<file path="config.mk">
export PLATFORM = sky130hd
export DESIGN_NAME = ultrasonic_echo_ranger
export DESIGN_NICKNAME = d
export VERILOG_FILES = /design/src/rtl/core/uer_pkg.sv /design/src/rtl/core/ultrasonic_echo_ranger.sv /design/src/rtl/core/uer_cfg.sv /design/src/rtl/core/uer_div.sv /design/src/rtl/core/uer_seq.sv
export SDC_FILE = /design/constraint.sdc
export NUM_CORES = 1
export LEC_CHECK = 0
export ABC_AREA = 1
export BUFFER_PORTS_ARGS = -buffer_cell sky130_fd_sc_hd__buf_2
export CAP_MARGIN = 20
export CORE_ASPECT_RATIO = 0.75
export CORE_MARGIN = 1
export CORE_UTILIZATION = 51
export DETAILED_ROUTE_END_ITERATION = 10
export PLACE_DENSITY = 0.83
export RECOVER_POWER = 100
export SETUP_SLACK_MARGIN = 0.15
export SKIP_LAST_GASP = 1
export SYNTH_ARGS = -nofsm -noshare
export SYNTH_HDL_FRONTEND = slang
export SYNTH_HIERARCHICAL = 1
export SYNTH_SLANG_ARGS = --single-unit
export TNS_END_PERCENT = 20
</file>
<file path="constraint.sdc">
create_clock -name clk -period 7.3 [get_ports clk]
set_input_delay 1.46 -clock clk [delete_from_list [all_inputs] [get_ports clk]]
set_output_delay 1.46 -clock clk [all_outputs]
set_load 0.1 [all_outputs]
</file>
<file path="src/rtl/core/uer_pkg.sv">
package uer_pkg;

  // Field widths of the input and result transactions.
  localparam int unsigned TICK_W = 16;
  localparam int unsigned TRIG_W = 8;
  localparam int unsigned MS_W   = 10;
  localparam int unsigned DIST_W = 10;
  localparam int unsigned ECHO_W = 15;
  localparam int unsigned CFG_W  = 16;

  // Timer ticks per centimetre of range.
  localparam int unsigned TICKS_PER_CM = 116;

  // Reciprocal for the divide by TICKS_PER_CM on a TICK_W-bit count.
  localparam int unsigned DIV_SHIFT = TICK_W + $clog2(TICKS_PER_CM);
  localparam int unsigned DIV_RECIP = (2**DIV_SHIFT + TICKS_PER_CM - 1) / TICKS_PER_CM;
  localparam int unsigned PROD_W    = TICK_W + DIV_SHIFT;

  // Reset values of the configuration registers and the period counter.
  localparam logic [TRIG_W-1:0] TRIG_TICKS_RST    = 8'd20;
  localparam logic [TICK_W-1:0] TIMEOUT_TICKS_RST = 16'd60000;
  localparam logic [MS_W-1:0]   MIN_PERIOD_RST    = 10'd250;
  localparam logic [DIST_W-1:0] MAX_DIST_RST      = 10'd0;
  localparam logic [DIST_W-1:0] DIST_SAT          = 10'd1023;

  // Configuration register indexes.
  typedef logic [1:0] cfg_idx_t;
  localparam cfg_idx_t CFG_TRIG_TICKS    = 2'd0;
  localparam cfg_idx_t CFG_TIMEOUT_TICKS = 2'd1;
  localparam cfg_idx_t CFG_MIN_PERIOD_MS = 2'd2;
  localparam cfg_idx_t CFG_MAX_DIST_CM   = 2'd3;

  typedef struct packed {
    logic [TRIG_W-1:0] trig_ticks;
    logic [TICK_W-1:0] timeout_ticks;
    logic [MS_W-1:0]   min_period_ms;
    logic [DIST_W-1:0] range_limit_cm;
  } cfg_regs_t;

  typedef struct packed {
    logic echo;
    logic start_req;
    logic ms_tick;
    logic read_ack;
  } in_item_t;

  typedef struct packed {
    logic              trig;
    logic              busy_res;
    logic              ready_res;
    logic              error;
    logic              object_detected;
    logic [DIST_W-1:0] obj_range_cm;
    logic [ECHO_W-1:0] pulse_us;
  } out_item_t;

endpackage

</file>
<file path="src/rtl/core/ultrasonic_echo_ranger.sv">
// Flow: a transaction accepted into the input register moves into the output
// register when the phase update advances it; an output stall holds it in between.
// Throughput: one tick transaction per cycle while the output is not stalled; the single
// phase update between the input and result registers sets that figure.
// Reset (rst_n, synchronous, active low): idle phase, results and flags clear,
// configuration at its defaults, and the period counter full so a first start is taken.
module ultrasonic_echo_ranger (
  input  logic                      clk,
  input  logic                      rst_n,
  input  logic                      in_valid,
  output logic                      in_stall,
  input  uer_pkg::in_item_t         in_data,
  output logic                      out_valid,
  input  logic                      out_stall,
  output uer_pkg::out_item_t        out_data,
  input  logic                      cfg_we,
  input  uer_pkg::cfg_idx_t         cfg_idx,
  input  logic [uer_pkg::CFG_W-1:0] cfg_wdata
);

  uer_pkg::cfg_regs_t cfg_regs;
  uer_pkg::in_item_t  in_r;
  logic               in_valid_r;
  logic               adv;
  logic               in_take;

  uer_cfg u_cfg (
    .clk       (clk),
    .rst_n     (rst_n),
    .cfg_we    (cfg_we),
    .cfg_idx   (cfg_idx),
    .cfg_wdata (cfg_wdata),
    .cfg_regs  (cfg_regs)
  );

  // The held transaction moves on whenever the result register is free or draining.
  assign adv      = in_valid_r && (!out_valid || !out_stall);
  assign in_stall = in_valid_r && !adv;
  assign in_take  = in_valid && !in_stall;

  // Input register.
  always_ff @(posedge clk) begin
    if (!rst_n) begin
      in_valid_r <= 1'b0;
    end else begin
      if (in_take) begin
        in_valid_r <= 1'b1;
      end else if (adv) begin
        in_valid_r <= 1'b0;
      end
    end
  end

  always_ff @(posedge clk) begin
    if (in_take) begin
      in_r <= in_data;
    end
  end

  uer_seq u_seq (
    .clk       (clk),
    .rst_n     (rst_n),
    .cfg_regs  (cfg_regs),
    .adv       (adv),
    .item      (in_r),
    .out_stall (out_stall),
    .out_valid (out_valid),
    .out_data  (out_data)
  );

endmodule

</file>
<file path="src/rtl/core/uer_cfg.sv">
module uer_cfg (
  input  logic                     clk,
  input  logic                     rst_n,
  input  logic                     cfg_we,
  input  uer_pkg::cfg_idx_t        cfg_idx,
  input  logic [uer_pkg::CFG_W-1:0] cfg_wdata,
  output uer_pkg::cfg_regs_t       cfg_regs
);

  uer_pkg::cfg_regs_t regs_r;
  uer_pkg::cfg_regs_t regs_nxt;

  // Decode the register index and take the low bits of the write data.
  always_comb begin
    regs_nxt = regs_r;
    if (cfg_we) begin
      case (cfg_idx)
        uer_pkg::CFG_TRIG_TICKS:    regs_nxt.trig_ticks = cfg_wdata[uer_pkg::TRIG_W-1:0];
        uer_pkg::CFG_TIMEOUT_TICKS: regs_nxt.timeout_ticks = cfg_wdata[uer_pkg::TICK_W-1:0];
        uer_pkg::CFG_MIN_PERIOD_MS: regs_nxt.min_period_ms = cfg_wdata[uer_pkg::MS_W-1:0];
        uer_pkg::CFG_MAX_DIST_CM:   regs_nxt.range_limit_cm = cfg_wdata[uer_pkg::DIST_W-1:0];
        default: regs_nxt = regs_r;
      endcase
    end
  end

  always_ff @(posedge clk) begin
    if (!rst_n) begin
      regs_r.trig_ticks     <= uer_pkg::TRIG_TICKS_RST;
      regs_r.timeout_ticks  <= uer_pkg::TIMEOUT_TICKS_RST;
      regs_r.min_period_ms  <= uer_pkg::MIN_PERIOD_RST;
      regs_r.range_limit_cm <= uer_pkg::MAX_DIST_RST;
    end else begin
      regs_r <= regs_nxt;
    end
  end

  assign cfg_regs = regs_r;

endmodule

</file>
<file path="src/rtl/core/uer_div.sv">
module uer_div (
  input  logic [uer_pkg::TICK_W-1:0] ticks,
  output logic [uer_pkg::DIST_W-1:0] obj_range_cm,
  output logic [uer_pkg::ECHO_W-1:0] pulse_us
);

  logic [uer_pkg::PROD_W-1:0] prod;
  logic [uer_pkg::TICK_W-1:0] quot;

  // Divide by the ticks-per-centimetre constant through its rounded-up reciprocal;
  // the shift is wide enough that the quotient is exact over the whole count range.
  assign prod = uer_pkg::PROD_W'(ticks) * uer_pkg::PROD_W'(uer_pkg::DIV_RECIP);
  assign quot = prod[uer_pkg::PROD_W-1:uer_pkg::DIV_SHIFT];

  // Clamp the distance to its field range.
  assign obj_range_cm = (quot > uer_pkg::TICK_W'(uer_pkg::DIST_SAT)) ?
                        uer_pkg::DIST_SAT : quot[uer_pkg::DIST_W-1:0];

  // Two ticks make one microsecond.
  assign pulse_us = ticks[uer_pkg::TICK_W-1:1];

endmodule

</file>
<file path="src/rtl/core/uer_seq.sv">
module uer_seq (
  input  logic               clk,
  input  logic               rst_n,
  input  uer_pkg::cfg_regs_t cfg_regs,
  input  logic               adv,
  input  uer_pkg::in_item_t  item,
  input  logic               out_stall,
  output logic               out_valid,
  output uer_pkg::out_item_t out_data
);

  typedef enum logic [1:0] {
    PH_IDLE,
    PH_TRIG,
    PH_WAIT_HIGH,
    PH_WAIT_LOW
  } phase_t;

  phase_t                     phase_r, phase_nxt;
  logic [uer_pkg::TICK_W-1:0] tick_r, tick_nxt;
  logic [uer_pkg::MS_W-1:0]   period_r, period_nxt;
  logic [uer_pkg::DIST_W-1:0] dist_r, dist_nxt;
  logic [uer_pkg::ECHO_W-1:0] echo_us_r, echo_us_nxt;
  logic                       ready_r, ready_nxt;
  logic                       error_r, error_nxt;
  logic                       object_r, object_nxt;
  logic                       trig_nxt;
  logic                       res_valid_r;
  uer_pkg::out_item_t         res_r;

  logic [uer_pkg::TICK_W-1:0] tick_sat_inc;
  logic [uer_pkg::DIST_W-1:0] div_dist;
  logic [uer_pkg::ECHO_W-1:0] div_echo_us;

  // The saturating count also feeds the divider when the echo falls.
  assign tick_sat_inc = (tick_r == '1) ? tick_r : tick_r + 1'b1;

  uer_div u_div (
    .ticks        (tick_sat_inc),
    .obj_range_cm (div_dist),
    .pulse_us     (div_echo_us)
  );

  // One tick of the measurement sequence.
  always_comb begin
    phase_nxt   = phase_r;
    tick_nxt    = tick_r;
    period_nxt  = period_r;
    dist_nxt    = dist_r;
    echo_us_nxt = echo_us_r;
    ready_nxt   = ready_r & ~item.read_ack;
    error_nxt   = error_r;
    object_nxt  = object_r;
    trig_nxt    = 1'b0;

    case (phase_r)
      PH_IDLE: begin
        if (item.start_req && (period_r >= cfg_regs.min_period_ms)) begin
          dist_nxt    = '0;
          echo_us_nxt = '0;
          ready_nxt   = 1'b0;
          error_nxt   = 1'b0;
          object_nxt  = 1'b0;
          period_nxt  = '0;
          tick_nxt    = '0;
          phase_nxt   = PH_TRIG;
          trig_nxt    = 1'b1;
        end
      end
      PH_TRIG: begin
        if ((tick_r + 1'b1) >= uer_pkg::TICK_W'(cfg_regs.trig_ticks)) begin
          phase_nxt = PH_WAIT_HIGH;
          tick_nxt  = '0;
        end else begin
          tick_nxt = tick_r + 1'b1;
          trig_nxt = 1'b1;
        end
      end
      PH_WAIT_HIGH: begin
        if (item.echo) begin
          phase_nxt = PH_WAIT_LOW;
          tick_nxt  = '0;
        end else if (tick_sat_inc >= cfg_regs.timeout_ticks) begin
          error_nxt = 1'b1;
          phase_nxt = PH_IDLE;
          tick_nxt  = '0;
        end else begin
          tick_nxt = tick_sat_inc;
        end
      end
      PH_WAIT_LOW: begin
        if (!item.echo) begin
          dist_nxt    = div_dist;
          echo_us_nxt = div_echo_us;
          object_nxt  = (cfg_regs.range_limit_cm != '0) &&
                        (div_dist <= cfg_regs.range_limit_cm);
          ready_nxt   = 1'b1;
          phase_nxt   = PH_IDLE;
          tick_nxt    = '0;
        end else if (tick_sat_inc >= cfg_regs.timeout_ticks) begin
          error_nxt = 1'b1;
          phase_nxt = PH_IDLE;
          tick_nxt  = '0;
        end else begin
          tick_nxt = tick_sat_inc;
        end
      end
      default: begin
        phase_nxt = PH_IDLE;
        tick_nxt  = '0;
      end
    endcase

    // The millisecond count runs after any start on the same tick.
    if (item.ms_tick && (period_nxt < cfg_regs.min_period_ms)) begin
      period_nxt = period_nxt + 1'b1;
    end
  end

  // State and result register, advanced once per transaction.
  always_ff @(posedge clk) begin
    if (!rst_n) begin
      phase_r     <= PH_IDLE;
      tick_r      <= '0;
      period_r    <= uer_pkg::MIN_PERIOD_RST;
      dist_r      <= '0;
      echo_us_r   <= '0;
      ready_r     <= 1'b0;
      error_r     <= 1'b0;
      object_r    <= 1'b0;
      res_valid_r <= 1'b0;
    end else begin
      if (adv) begin
        phase_r                <= phase_nxt;
        tick_r                 <= tick_nxt;
        period_r               <= period_nxt;
        dist_r                 <= dist_nxt;
        echo_us_r              <= echo_us_nxt;
        ready_r                <= ready_nxt;
        error_r                <= error_nxt;
        object_r               <= object_nxt;
        res_valid_r            <= 1'b1;
        res_r.trig             <= trig_nxt;
        res_r.busy_res         <= (phase_nxt != PH_IDLE);
        res_r.ready_res        <= ready_nxt;
        res_r.error            <= error_nxt;
        res_r.object_detected  <= object_nxt;
        res_r.obj_range_cm     <= dist_nxt;
        res_r.pulse_us         <= echo_us_nxt;
      end else if (!out_stall) begin
        res_valid_r <= 1'b0;
      end
    end
  end

  assign out_valid = res_valid_r;
  assign out_data  = res_r;

  // A trigger pulse only appears while a measurement is in progress.
  a_trig_busy: assert property (@(posedge clk) disable iff (!rst_n)
    res_valid_r && res_r.trig |-> res_r.busy_res)
    else $error("trig driven while not busy");

  // A measurement ends either with a result or with a timeout, never both.
  a_ready_error: assert property (@(posedge clk) disable iff (!rst_n)
    !(ready_r && error_r))
    else $error("ready and error set together");

  // The idle phase always leaves the tick counter cleared.
  a_idle_count: assert property (@(posedge clk) disable iff (!rst_n)
    phase_r == PH_IDLE |-> tick_r == '0)
    else $error("tick counter not cleared in idle");

  // Without a new transaction a stalled result must not move.
  a_res_hold: assert property (@(posedge clk) disable iff (!rst_n)
    res_valid_r && out_stall && !adv |=> res_valid_r && $stable(res_r))
    else $error("stalled result changed");

endmodule

</file>
==> results.py, run 1 <==
metrics = {
    "status": {
        "status": "finished, violations left",
        "violations": "capacitance limit, slew limit",
    },
    "yosys": {
        "ys_ff_latch": 136,
        "async_flop_share_pct": 0,
        "netlist_area_um2": 13400,
        "synth_top_cells_by_count": "nand2_1, inv_1, ha_1, nor2_1, dfxtp_1",
        "synth_fp_nets": 2129,
        "yosysSeqAreaShare_pct": 22.9,
        "synth.most_common_cell": "nand2_1",
        "yosysWarnings": 6,
        "syn-mean-instance-area_um2": 7.27,
        "synth_edf_count": 34,
        "synthFlopType": "dfxtp_1",
        "netlist_instances": 1839,
        "yosysTopAreaCellShare_pct": 16.8,
        "yosys-top-cells-area": "ha_1, dfxtp_1, fa_1",
        "yosys.area.top_type": "ha_1",
        "synth_cell_types": 43,
    },
    "floorplanning": {
        "die_h_um": 142,
        "die_w_um": 189,
        "core-area_um2": 25300,
        "rows": 50,
        "ios": 59,
        "initial_core_util_pct": 52.8,
        "dieArea_um2": 26900,
    },
    "clock_network": {
        "cts.sinks": 136,
        "htree_num_levels": 4,
        "cts_tree": "yes",
        "cts.path.max_buffers": 2,
        "insertion_delay_ns": 0.43,
        "cts_hold_buffers": 0,
        "cts_root_buffer": "clkbuf_16",
        "cts_made_buffers": 17,
        "clk_pin_slew_ns": 0.06,
    },
    "pwr": {
        "p_sw_share_pct": 30.2,
        "powerDensity_nw_per_um2": 136,
        "p_int_mw": 1.44,
        "sequentialPowerShare_pct": 40.2,
        "p_leak_nw": 8.37,
        "ir_drop_uv": 145,
        "clockPowerShare_pct": 43.2,
        "p_comb_share_pct": 16.6,
        "power.switching_mw": 0.624,
    },
    "run": {
        "maxCapViolCount": 3,
    },
    "min_path": {
        "whs_path_depth": 2,
        "hp-class": "reg -> reg",
    },
    "worst_setup_path": {
        "criticalPathCategory": "reg -> reg",
        "path_delay_family": "adder cells",
        "path_max_fanout": 8,
        "crit_path_end_kind": "register",
        "cp_common_cell": "nand2_1",
        "path_depth": 35,
        "rr_worst_depth": 35,
        "crit_buf_inv": 6,
        "cp_slowest_stage_delay_ns": 0.57,
        "arrival_ns": 7.15,
        "required_ns": 7.47,
        "start_kind": "register",
        "crit_slowest_cell": "fa_1",
    },
    "drt": {
        "routed_wl_um": 37600,
        "via_per_inst": 5.42,
        "drc": 0,
        "first_pass_iters": 6,
        "vias": 12300,
        "drt_iter0_drc": 1595,
        "wl_per_cell_um": 16.6,
        "detail-route-antenna-nets": 0,
    },
    "timing": {
        "hold_viol": 0,
        "period_share_pct": 95.5,
        "drv_slew": 132,
        "max_freq_mhz": 143,
        "whs_ns": 0.460,
        "clock_skew_ns": 0.0124,
        "setup_viol": 0,
        "maxSlewHeadroom_pct": -87.6,
        "tightest_slew_ns": 2.81,
        "layout_min_cycle_time_ns": 6.97,
    },
    "global_routing": {
        "grt_pass1_vias": 11000,
        "antenna_found_initial": 1,
        "overflow": 0,
        "grt_max_degree": 60,
        "track_usage_pct": 27.4,
        "grt_pass1_wl_um": 57000,
    },
    "place": {
        "port_buffers": 58,
        "place_area_um2": 14000,
        "hpwlAfterDp_um": 28600,
        "finalWeightedCongestion": 0.945,
    },
    "final_layout": {
        "antenna_cells": 0,
        "areaGrowthSynthToFinish_pct": 13.8,
        "drive_above_1_share_pct": 13.3,
        "final_area_um2": 15200,
        "nets": 2203,
    },
}
==> cell usage in the layout, fill, tap and decap left out, types with 13 or more instances in the layout <==
cell and instances:
xor2_1 13, dfxtp_1 89, nand2_2 39, nand4_1 29, o22ai_1 25, fa_1 82
edfxtp_1 34, ha_1 166, nor2_1 149, inv_1 395, nor2_2 16, buf_2 25
nand2_1 375, inv_2 14, a21oi_1 85, o21ai_0 75, nand3_1 80, nor2_4 13
buf_4 45, clkbuf_16 17, clkbuf_1 38, ha_4 14
==> flip-flops by register name, indices dropped and copies added, names as in the netlist, 2 cells and up <==
signal,count
u_seq/period_r,10
u_seq/tick_r,16
u_seq/out_data,30
u_seq/phase_r,2
in_r,4
u_seq/dist_r,10
u_cfg/cfg_regs,44
u_seq/echo_us_r,15
==> power groups by stage <==
stage	Combinational, mW	Sequential [mW]	Clock (mW)
floorplan	0.211	0.889	0
global route	0.380	0.835	0.929
CTS	0.334	0.834	0.901
global placement	0.320	0.848	0
finish	0.343	0.832	0.894
detailed placement	0.330	0.850	0
==> kinds of logic after synthesis <==
logic type	Yosys count	share of synthesized area (%)
AOI/OAI and AO/OA	218	9.00
buffers and inverters	467	13.8
xor gates and xnor gates	15	0.982
adders and majority gates	263	29.3
and+or+nand+nor	740	24.1
DFF	136	22.9
==> metal layers <==
metal  global-route usage, %  vias to the layer above  wire length [µm]
li1                        -                     5875                 -
met1                    40.5                     5716             17200
met2                    40.7                      584             16000
met3                    5.47                       96              3630
met4                    6.37                        0               786
met5                       0                        -                 0
==> per-stage QoR <==
stage	power, mW	std cells	TNS (ns)	worst slack [ns]	util (%)
floorplan	1.10	1839	0	0.268	-
global placement	1.17	2209	0	0.185	55.3
detailed placement	1.18	2209	0	0.0516	55.3
CTS	2.07	2242	0	0.154	57.8
global route	2.14	2264	-0.00335	-0.00335	60.1
finish	2.07	2264	0	0.329	60.1
==> area by class of cell <==
| type | count | area [µm²] |
|---|---|---|
| Multi-Input combinational cell | 1236 | 8890 |
| Inverter | 411 | 1550 |
| Sequential cell | 136 | 3100 |
| Clock inverter | 13 | 169 |
| Fill cell | 2207 | 10100 |
| Clock buffer | 19 | 433 |
| Timing Repair Buffer | 111 | 662 |
| Tap cell | 338 | 423 |
==> worst register-to-register path: cells and delay by family, from the launching register on <==
| kind | cells | cell delay, ns |
|---|---|---|
| AOI/OAI and AO/OA | 6 | 0.88 |
| adders and majority gates | 9 | 3.85 |
| buffers and inverters | 6 | 0.54 |
| DFF | 1 | 0.37 |
| and+or+nand+nor | 14 | 1.11 |
==> path summary, 6_finish.rpt <==
path                                         from                         endpoint  slack [ns]
hold reg to reg   u_cfg/cfg_regs[14]$_SDFFE_PN1P_  u_cfg/cfg_regs[14]$_SDFFE_PN1P_        0.46
setup / recovery     u_seq/tick_r[1]$_SDFFE_PN0P_     u_seq/out_data[25]$_DFFE_PP_        0.33
hold / removal    u_cfg/cfg_regs[14]$_SDFFE_PN1P_  u_cfg/cfg_regs[14]$_SDFFE_PN1P_        0.46
setup reg to reg     u_seq/tick_r[1]$_SDFFE_PN0P_     u_seq/out_data[25]$_DFFE_PP_        0.33
==> timing repair <==
action,in CTS,in global routing
buffers inserted,1,21
setup endpoints to repair,2,3
resized for setup,9,121
pin swaps,0,53
Note: power is estimated with default switching activity, not from simulation.
==> inputs of run 2 (changes only) <==
Settings changed: CELL_PAD_IN_SITES_DETAIL_PLACEMENT set to 0, CELL_PAD_IN_SITES_GLOBAL_PLACEMENT set to 1, CORE_UTILIZATION 51 to 43, GPL_TIMING_DRIVEN set to 0, HOLD_SLACK_MARGIN set to 0.1, PLACE_DENSITY 0.83 to 0.91.
==> run 2 against run 1 <==
The run now ends clean. Hold slack got worse by 0.0033 ns. Die area grew 18%. Sequential power about the same. Clock power is 4.8% lower. First-iteration DRC count fell by 46%. Sequential share of layout area fell by 0.86 points. Core utilization shrank 7.7 points. Critical path type unchanged. Largest power group unchanged.
==> results.py, run 2 (synthesis results as in run 1) <==
metrics = {
    "final_layout": {
        "largest_register_ffs": 44,
        "areaGrowthSynthToFinish_pct": 18.9,
        "layout_common_cells": "inv_1, nand2_1, ha_1",
        "antenna_cells": 0,
        "final_common_cell": "inv_1",
        "fin_util_pct": 52.4,
        "nets": 2270,
        "drive_above_1_share_pct": 16.9,
        "instances_no_fill": 2392,
    },
    "global_routing": {
        "grt_pass1_vias": 11200,
        "overflow": 0,
        "grt_max_degree": 31,
        "grt_pass1_wl_um": 58000,
        "antenna_found_initial": 0,
        "track_usage_pct": 23.3,
    },
    "drt": {
        "wl_per_cell_um": 15.4,
        "first_pass_iters": 5,
        "drc": 0,
        "routed_wl_um": 36900,
        "drt_iter0_drc": 865,
        "detail-route-antenna-nets": 0,
        "via_per_inst": 5.03,
        "vias": 12000,
    },
    "pwr": {
        "p_sw_share_pct": 30.5,
        "p_leak_nw": 8.62,
        "clockPowerShare_pct": 41.8,
        "ir_drop_uv": 132,
        "power.switching_mw": 0.620,
        "p_comb_share_pct": 17.3,
        "p_int_mw": 1.41,
        "powerDensity_nw_per_um2": 128,
        "p_total_mw": 2.04,
        "sequentialPowerShare_pct": 40.8,
    },
    "worst_setup_path": {
        "crit_buf_inv": 9,
        "crit_path_end_kind": "register",
        "arrival_ns": 7.14,
        "start_kind": "register",
        "required_ns": 7.46,
        "crit_slowest_cell": "fa_1",
        "cp_common_cell": "inv_1",
        "path_delay_family": "adder cells",
        "cp_slowest_stage_delay_ns": 0.54,
        "criticalPathCategory": "reg -> reg",
        "path_max_fanout": 5,
    },
    "clock_network": {
        "cts_root_buffer": "clkbuf_16",
        "cts_made_buffers": 17,
        "htree_num_levels": 4,
        "cts.sinks": 136,
        "cts.path.max_buffers": 2,
        "clk_pin_slew_ns": 0.06,
        "cts_tree": "yes",
        "insertion_delay_ns": 0.43,
        "cts_hold_buffers": 0,
    },
    "timing": {
        "layout_min_cycle_time_ns": 6.97,
        "period_share_pct": 95.5,
        "hold_viol": 0,
        "setup_viol": 0,
        "rsz0062_at_grt": "true",
        "max_freq_mhz": 143,
        "clock_skew_ns": 0.0121,
        "tightest_slew_ns": 1.29,
        "setup_tns_ns": 0,
        "maxSlewHeadroom_pct": 14.0,
        "drv_slew": 0,
        "whs_ns": 0.457,
    },
    "place": {
        "dp.cells": 2296,
        "finalWeightedCongestion": 0.938,
        "hpwlAfterDp_um": 28400,
        "port_buffers": 57,
    },
    "floorplanning": {
        "rows": 55,
        "core-area_um2": 30300,
        "die_h_um": 155,
        "dieArea_um2": 31800,
        "initial_core_util_pct": 44.1,
        "die_w_um": 206,
        "ios": 59,
    },
    "status": {
        "status": "finished clean",
    },
    "min_path": {
        "hp-class": "reg -> reg",
    },
    "run": {
        "maxCapViolCount": 0,
    },
}
run 2: worst reg2reg max path: cells and delay by family, from the launching register on:
family                     cells  cell delay, ns
AOI/OAI and AO/OA              4            0.51
xor gates and xnor gates       1            0.24
adders and majority gates      9            3.53
buffers and inverters          9            0.79
DFF                            1            0.38
and+or+nand+nor               12            1.28
run 2: final timing paths:
check / startpoint / cells past startpoint / end / slack (ns)
max: u_seq/tick_r[0]$_SDFFE_PN0P_ / 35 / u_seq/out_data[25]$_DFFE_PP_ / 0.33
min: u_cfg/cfg_regs[40]$_SDFFE_PN1P_ / 2 / u_cfg/cfg_regs[40]$_SDFFE_PN1P_ / 0.46
max reg2reg: u_seq/tick_r[0]$_SDFFE_PN0P_ / 35 / u_seq/out_data[25]$_DFFE_PP_ / 0.33
min reg2reg: u_cfg/cfg_regs[40]$_SDFFE_PN1P_ / 2 / u_cfg/cfg_regs[40]$_SDFFE_PN1P_ / 0.46
run 2: area by class of cell:
| type | count | area [µm²] |
|---|---|---|
| multi-input cells | 1236 | 9110 |
| inverters | 411 | 1550 |
| repair buffers | 122 | 767 |
| plain buffers | 56 | 300 |
| fillers | 2876 | 14400 |
| clock inverters | 14 | 151 |
| flip-flops and latches | 136 | 3100 |
| clock buffers | 18 | 429 |
| well taps | 399 | 499 |
run 2: repair_timing:
action                                  CTS  global route
gates resized for setup                  67           114
buffers inserted                         33            29
hold endpoints to repair                  0             0
pin swaps                                15            69
endpoints found under the setup margin   22             2
cloned                                    1             0
run 2: per-stage QoR:
step | area [µm²] | setup slack (ns)
2_1_floorplan | 13400 | 0.268
3_3_place_gp | 14200 | -1.53
3_5_place_dp | 14200 | -0.998
4_1_cts | 15300 | 0.155
5_1_grt | 15900 | -0.00221
6_report | 15900 | 0.325
run 2: power groups by stage:
stage          Sequential [mW]  Clock (mW)  Combinational, mW
2_1_floorplan            0.889           0              0.211
3_3_place_gp             0.848           0              0.334
3_5_place_dp             0.850           0              0.341
4_1_cts                  0.833       0.866              0.345
5_1_grt                  0.835       0.902              0.393
6_report                 0.831       0.851              0.353
run 2: routing by layer:
| metal | global-route usage (%) | vias to the layer above | wire, µm |
|---|---|---|---|
| li1 | - | 6012 | - |
| met1 | 35.3 | 5609 | 17800 |
| met2 | 34.2 | 381 | 15700 |
| met3 | 4.38 | 41 | 3000 |
| met4 | 4.13 | 0 | 444 |
| met5 | 0 | - | 0 |
